==> src/sv/dlkm_pkg.sv <==
// Shared types and constants for the dual LFSR keystream masker.
`timescale 1ns / 1ps

package dlkm_pkg;

   localparam int SHORT_LEN = 35;
   localparam int LONG_LEN  = 135;
   localparam int SHORT_TAP = 2;
   localparam int LONG_TAP  = 22;
   localparam int BYTE_BITS = 8;
   localparam int TOP_BITS  = LONG_LEN - 128;
   localparam int CSR_INDEX_BITS = 3;
   localparam int CSR_DATA_BITS  = 64;

   localparam logic [SHORT_LEN-1:0] SEED_SHORT_RESET    = 35'h1A3F5C9AB;
   localparam logic [63:0]          SEED_LONG_LOW_RESET = 64'hAAFEBBECFEBAAFCA;
   localparam logic [63:0]          SEED_LONG_MID_RESET = 64'h0000000ABFCBBAEA;
   localparam logic [TOP_BITS-1:0]  SEED_LONG_TOP_RESET = '0;

   typedef enum logic [CSR_INDEX_BITS-1:0] {
      CSR_SEED_SHORT    = 3'd0,
      CSR_SEED_LONG_LOW = 3'd1,
      CSR_SEED_LONG_MID = 3'd2,
      CSR_SEED_LONG_TOP = 3'd3
   } csr_index_type;

   typedef struct packed {
      logic [LONG_LEN-1:0]  long_reg;
      logic [SHORT_LEN-1:0] short_reg;
   } lfsr_state_type;

endpackage

==> src/sv/dlkm_step_cell.sv <==
// One LFSR step cell: advances both registers once and yields one keystream bit.
`timescale 1ns / 1ps

module dlkm_step_cell (
   input  dlkm_pkg::lfsr_state_type state_i,
   output dlkm_pkg::lfsr_state_type state_o,
   output logic                     key_bit_o
);

   logic short_fb;
   logic long_fb;

   assign short_fb = state_i.short_reg[0] ^ state_i.short_reg[dlkm_pkg::SHORT_TAP];
   assign long_fb  = state_i.long_reg[0] ^ state_i.long_reg[dlkm_pkg::LONG_TAP];

   // Shift right, feedback enters at the top.
   assign state_o.short_reg = {short_fb, state_i.short_reg[dlkm_pkg::SHORT_LEN-1:1]};
   assign state_o.long_reg  = {long_fb, state_i.long_reg[dlkm_pkg::LONG_LEN-1:1]};
   assign key_bit_o         = short_fb ^ long_fb;

endmodule

==> src/sv/dlkm_seed_regs.sv <==
// Seed configuration registers written through the csr port.
`timescale 1ns / 1ps

module dlkm_seed_regs (
   input  logic                                clock,
   input  logic                                reset,
   input  logic                                wr_en,
   input  logic [dlkm_pkg::CSR_INDEX_BITS-1:0] wr_index,
   input  logic [dlkm_pkg::CSR_DATA_BITS-1:0]  wr_data,
   output dlkm_pkg::lfsr_state_type            seed_o
);

   logic [dlkm_pkg::SHORT_LEN-1:0] seed_short_ff;
   logic [63:0]                    seed_low_ff;
   logic [63:0]                    seed_mid_ff;
   logic [dlkm_pkg::TOP_BITS-1:0]  seed_top_ff;

   always_ff @(posedge clock) begin
      if (reset) begin
         seed_short_ff <= dlkm_pkg::SEED_SHORT_RESET;
         seed_low_ff   <= dlkm_pkg::SEED_LONG_LOW_RESET;
         seed_mid_ff   <= dlkm_pkg::SEED_LONG_MID_RESET;
         seed_top_ff   <= dlkm_pkg::SEED_LONG_TOP_RESET;
      end else if (wr_en) begin
         case (wr_index)
            dlkm_pkg::CSR_SEED_SHORT: begin
               seed_short_ff <= wr_data[dlkm_pkg::SHORT_LEN-1:0];
            end
            dlkm_pkg::CSR_SEED_LONG_LOW: begin
               seed_low_ff <= wr_data;
            end
            dlkm_pkg::CSR_SEED_LONG_MID: begin
               seed_mid_ff <= wr_data;
            end
            dlkm_pkg::CSR_SEED_LONG_TOP: begin
               seed_top_ff <= wr_data[dlkm_pkg::TOP_BITS-1:0];
            end
            default: begin
               // drop writes beyond the register list
            end
         endcase
      end
   end

   assign seed_o.short_reg = seed_short_ff;
   assign seed_o.long_reg  = {seed_top_ff, seed_mid_ff, seed_low_ff};

endmodule

==> src/sv/dual_lfsr_keystream_masker_core.sv <==
// Top level of the dual LFSR keystream masker.
`timescale 1ns / 1ps

// Usage:
//   req_ channel carries one request per byte: req_data_byte and req_restart.
//   A request is taken at a clock edge with req_valid high and req_stall low.
//   rsp_ channel returns rsp_masked_byte = req_data_byte XOR eight keystream
//   bits (first bit in the LSB); the receiver holds rsp_stall to pause it.
//   csr_ channel writes seeds: index 0 short seed, 1..3 long seed low, mid,
//   top. csr_ready is always high; indexes above 3 are ignored. New seeds
//   take effect at the next restart; reset loads the default seeds.
//   The result is registered and appears in the cycle after its request is taken.
//   Throughput: one byte per cycle unless a result waits under rsp_stall;
//   a row of eight step cells advances both registers eight steps at once.
//   The output register frees in the same cycle it is taken, so requests
//   keep flowing back to back while the receiver takes results.
//   Stall: while a result waits under rsp_stall, req_stall is raised and the
//   LFSR state holds.
//   Reset: seeds return to their defaults, both LFSRs load them, and the
//   output register empties.
//   restart=1 reloads both LFSRs from the current seeds before this byte.

module dual_lfsr_keystream_masker_core (
   input  logic                                clock,
   input  logic                                reset,
   input  logic                                req_valid,
   output logic                                req_stall,
   input  logic [7:0]                          req_data_byte,
   input  logic                                req_restart,
   output logic                                rsp_valid,
   input  logic                                rsp_stall,
   output logic [7:0]                          rsp_masked_byte,
   input  logic                                csr_valid,
   output logic                                csr_ready,
   input  logic [dlkm_pkg::CSR_INDEX_BITS-1:0] csr_index,
   input  logic [dlkm_pkg::CSR_DATA_BITS-1:0]  csr_data
);

   dlkm_pkg::lfsr_state_type seed;
   dlkm_pkg::lfsr_state_type state_ff;
   dlkm_pkg::lfsr_state_type state_in;
   dlkm_pkg::lfsr_state_type chain [dlkm_pkg::BYTE_BITS+1];
   logic [dlkm_pkg::BYTE_BITS-1:0] key_byte;

   logic       rsp_valid_ff;
   logic       rsp_valid_in;
   logic [7:0] rsp_byte_ff;
   logic       accept;

   assign csr_ready = 1'b1;

   dlkm_seed_regs u_seed_regs (
      .clock    (clock),
      .reset    (reset),
      .wr_en    (csr_valid),
      .wr_index (csr_index),
      .wr_data  (csr_data),
      .seed_o   (seed)
   );

   // Hold a request back only while a result waits under stall.
   assign req_stall = rsp_valid_ff & rsp_stall;
   assign accept    = req_valid & ~req_stall;

   // Restart starts the cell row from the seeds instead of the running state.
   assign chain[0] = req_restart ? seed : state_ff;

   for (genvar i = 0; i < dlkm_pkg::BYTE_BITS; i++) begin : g_cells
      dlkm_step_cell u_cell (
         .state_i   (chain[i]),
         .state_o   (chain[i+1]),
         .key_bit_o (key_byte[i])
      );
   end

   // Advance the LFSRs only on a taken request.
   assign state_in     = accept ? chain[dlkm_pkg::BYTE_BITS] : state_ff;
   assign rsp_valid_in = accept | (rsp_valid_ff & rsp_stall);

   always_ff @(posedge clock) begin
      if (reset) begin
         state_ff     <= seed_reset_value();
         rsp_valid_ff <= 1'b0;
      end else begin
         state_ff     <= state_in;
         rsp_valid_ff <= rsp_valid_in;
      end
   end

   always_ff @(posedge clock) begin
      if (accept) begin
         rsp_byte_ff <= req_data_byte ^ key_byte;
      end
   end

   assign rsp_valid       = rsp_valid_ff;
   assign rsp_masked_byte = rsp_byte_ff;

   // Default seeds, loaded into the LFSRs at reset.
   function automatic dlkm_pkg::lfsr_state_type seed_reset_value();
      dlkm_pkg::lfsr_state_type v;
      v.short_reg = dlkm_pkg::SEED_SHORT_RESET;
      v.long_reg  = {dlkm_pkg::SEED_LONG_TOP_RESET, dlkm_pkg::SEED_LONG_MID_RESET,
                     dlkm_pkg::SEED_LONG_LOW_RESET};
      return v;
   endfunction

endmodule

==> config.mk <==
export PLATFORM = sky130hd
export DESIGN_NAME = dual_lfsr_keystream_masker_core
export DESIGN_NICKNAME = d
export VERILOG_FILES = /design/src/sv/dlkm_pkg.sv /design/src/sv/dlkm_step_cell.sv /design/src/sv/dlkm_seed_regs.sv /design/src/sv/dual_lfsr_keystream_masker_core.sv
export SDC_FILE = /design/constraint.sdc
export NUM_CORES = 1
export LEC_CHECK = 0
export ABC_AREA = 1
export BUFFER_PORTS_ARGS = -buffer_cell sky130_fd_sc_hd__buf_2
export CAP_MARGIN = 25
export CORE_ASPECT_RATIO = 0.75
export CORE_MARGIN = 5
export CORE_UTILIZATION = 55
export DETAILED_ROUTE_END_ITERATION = 10
export HOLD_SLACK_MARGIN = 0.1
export PLACE_DENSITY = 0.73
export SLEW_MARGIN = 15
export SYNTH_ARGS = -nofsm -noshare
export SYNTH_HDL_FRONTEND = slang
export SYNTH_SLANG_ARGS = --single-unit
==> constraint.sdc <==
create_clock -name clock -period 1.9 [get_ports clock]
set_clock_uncertainty 0.1 [all_clocks]
set_input_delay 0.095 -clock clock [delete_from_list [all_inputs] [get_ports clock]]
set_output_delay 0.095 -clock clock [all_outputs]
set_load 0.01 [all_outputs]
==> impl_metrics.py <==
metrics = {
    "final_layout": {
        "area_growth_pct": 18.92,
        "fin_util_pct": 66.71,
        "fillCellCount": 2259,
        "nNetsFinal": 2170,
        "diodes": 0,
        "instances_no_fill": 2455,
        "drive_above_1_share_pct": 10.47,
        "finalInstanceArea_um2": 17370,
    },
    "logic_synthesis": {
        "syn_nets": 2059,
        "synth_flop_cell": "dfxtp_1",
        "yosysMostFrequentCell": "nand2_1",
        "synth_top_area_share_pct": 46.74,
        "synth_seq_cells": 349,
        "syn-instance-count": 1978,
        "ys_top_cells_by_area": "dfxtp_1 (47%), nand2_1 (17%), o211ai_1 (8.3%)",
        "syn_area_um2": 14600,
        "synth_common_cells": "nand2_1 (648), dfxtp_1 (341), o21ai_0 (162)",
        "avgSynthCellArea_um2": 7.383,
        "yosysTopAreaCell": "dfxtp_1",
        "synth_edf_count": 8,
        "ys_seq_area_share_pct": 48.39,
        "synth_async_sr_flop_share_pct": 0,
        "synth_warnings": 0,
        "synth.distinct_cells": 24,
    },
    "power_and_ir_drop": {
        "power.share.switching_pct": 25.63,
        "internal_power_mw": 12.58,
        "p_per_area_nw_per_um2": 973.8,
        "seq_power_share_pct": 47.4,
        "ir_worst_vdd_mv": 0.6286,
        "p_leak_nw": 7.905,
        "total_power_mw": 16.91,
        "pwr-share-comb_pct": 11.8,
        "clock_power_share_pct": 40.8,
        "p_switching_mw": 4.335,
    },
    "floorplanning": {
        "start_util_pct": 56.09,
        "core_area_um2": 26040,
        "rows": 51,
        "die_x_um": 198.2,
        "ios": 92,
        "die_h_um": 151.1,
        "fp.dieArea_um2": 29950,
    },
    "routing": {
        "vias": 13710,
        "wl_per_cell_um": 17.58,
        "drt-vias-per-instance": 5.585,
        "dr.pass1.iters": 6,
        "drtIter0Drc": 1144,
        "drc_errors": 0,
        "wirelength_um": 43170,
        "ant_nets": 0,
    },
    "setup_path": {
        "crit_path_start": "reset",
        "crit_required_ps": 2200,
        "crit_path_max_incr_delay_ps": 560,
        "path_cells": "dlygate4sd3_1 > clkbuf_4 > clkinv_8 > o21ai_0 > a31oi_1 > dlygate4sd3_1",
        "cpMaxStageDelayCell": "dlygate4sd3_1",
        "path_max_fanout": 62,
        "start_kind": "primary input",
        "path_class": "in -> reg",
        "worstPathArrival_ps": 2040,
        "worst_setup_path_end_kind": "flop",
        "timing.rr.start": "rsp_valid",
        "cp_common_cell": "dlygate4sd3_1",
    },
    "grt": {
        "grt_pass1_wl_um": 68830,
        "antenna_found_initial": 1,
        "grt_max_degree": 63,
        "grt_pass1_vias": 12720,
        "grt_remaining_overflow": 0,
        "grt.total_usage_pct": 28.55,
    },
    "timing": {
        "fmax_mhz": 575.0,
        "min_period_over_period_pct": 91.53,
        "maxSlewViolCount": 0,
        "fin_tns_setup_ps": 0,
        "rsz0062_at_grt": "false",
        "fin_crit_ps": 1739,
        "setup_slack_ps": 161.0,
        "fin_hold_ws_ps": 112.3,
        "tightest_slew_ps": 576.7,
        "setup_viol": 0,
        "finalHoldViolations": 0,
        "relSlewSlack_pct": 61.55,
    },
    "clocking": {
        "clock_latency_ps": 520,
        "cts_made_buffers": 35,
        "cts-root-buf": "clkbuf_16",
        "clkTransAtPathRegs_ps": 70,
        "clk_path_buf_depth": 3,
        "clock-sinks": 349,
        "h-tree-depth": 2,
        "cts_tree": "done",
    },
    "status": {
        "status": "finished, final reports clean",
    },
    "placement": {
        "dp.cells": 2309,
        "hpwlAfterDp_um": 28190,
        "dpl-instance-area_um2": 15350,
        "place_congestion": 0.8821,
        "pre_cts_ws_ps": 214.2,
        "io_buffer_count": 90,
    },
    "job": {
        "maxCapViolCount": 0,
    },
    "worst_hold_path": {
        "hold_path.startpoint": "csr_index[2]",
        "min_path_type": "in -> reg",
    },
}
cells by family after synthesis:
family                    after synthesis  share of synthesized area (%)
other                                   1                        0.02568
and+or+nand+nor                       898                          24.53
DFF                                   349                          48.39
xor gates and xnor gates                2                         0.1200
buffers and inverters                 298                          8.902
AOI/OAI and AO/OA                     430                          18.03
per-layer routing:
metal	vias to the layer above	GRT usage, %	wire length (µm)
li1	6716	-	-
met1	6397	41.85	19640
met2	516	43.18	18700
met3	79	5.448	3715
met4	2	8.018	1095
met5	-	0	13
worst max-delay path: cells and delay by family:
kind	cells	cell delay [ps]
AOI/OAI and AO/OA	2	220
buffers and inverters	4	1710
final cells by class:
| class | instances | area, µm² | area share, % |
|---|---|---|---|
| Clock inverter | 9 | 115.1 | 0.6628 |
| Tap cell | 344 | 430.4 | 2.478 |
| Inverter | 148 | 580.6 | 3.343 |
| Clock buffer | 50 | 1023 | 5.893 |
| Sequential cell | 349 | 7067 | 40.69 |
| Timing Repair Buffer | 224 | 1908 | 10.99 |
| Multi-Input combinational cell | 1331 | 6242 | 35.94 |
power groups by stage:
stage | sequential, mW | clock, mW | combinational (mW)
finish | 8.02 | 6.90 | 2.00
CTS | 8.01 | 6.97 | 1.98
global route | 8.05 | 7.30 | 2.22
global placement | 8.16 | 0 | 1.79
floorplan | 8.09 | 0 | 1.25
detailed placement | 8.17 | 0 | 1.83
placed cells by master (no fill, tap or decap), drive strengths merged:
| cell type | instances |
|---|---|
| nand2 | 649 |
| dfxtp | 341 |
| o21ai | 163 |
| o211ai | 161 |
| inv | 148 |
| buf | 136 |
| nand3 | 115 |
| nor2 | 111 |
| dlygate4sd3 | 87 |
| a31oi | 63 |
| clkbuf | 51 |
| a21oi | 43 |
| or2 | 23 |
| edfxtp | 8 |
| clkinv | 6 |
| xnor2 | 2 |
| bufinv | 2 |
| conb | 1 |
| clkinvlp | 1 |
timing repair:
item / CTS / global route
setup endpoints to repair: 0 / 3
gates resized for setup: 0 / 3
hold endpoints to repair: 208 / 0
hold buffers: 88 / 0
buffers inserted: 0 / 0
sequential cells by signal (all words and copies together), names as in the netlist:
register                   flops
state_ff                     170
u_seed_regs.seed_low_ff       64
u_seed_regs.seed_mid_ff       64
u_seed_regs.seed_short_ff     35
rsp_masked_byte                8
u_seed_regs.seed_top_ff        7
rsp_valid                      1
path summary, 6_finish.rpt:
kind	to	slack (ps)	cells after the start
min	u_seed_regs.seed_low_ff[60]	110	7
max reg2reg	state_ff[35]	200	6
min reg2reg	u_seed_regs.seed_top_ff[6]	340	2
max	state_ff[35]	160	6
(Power assumes the default switching activity.)
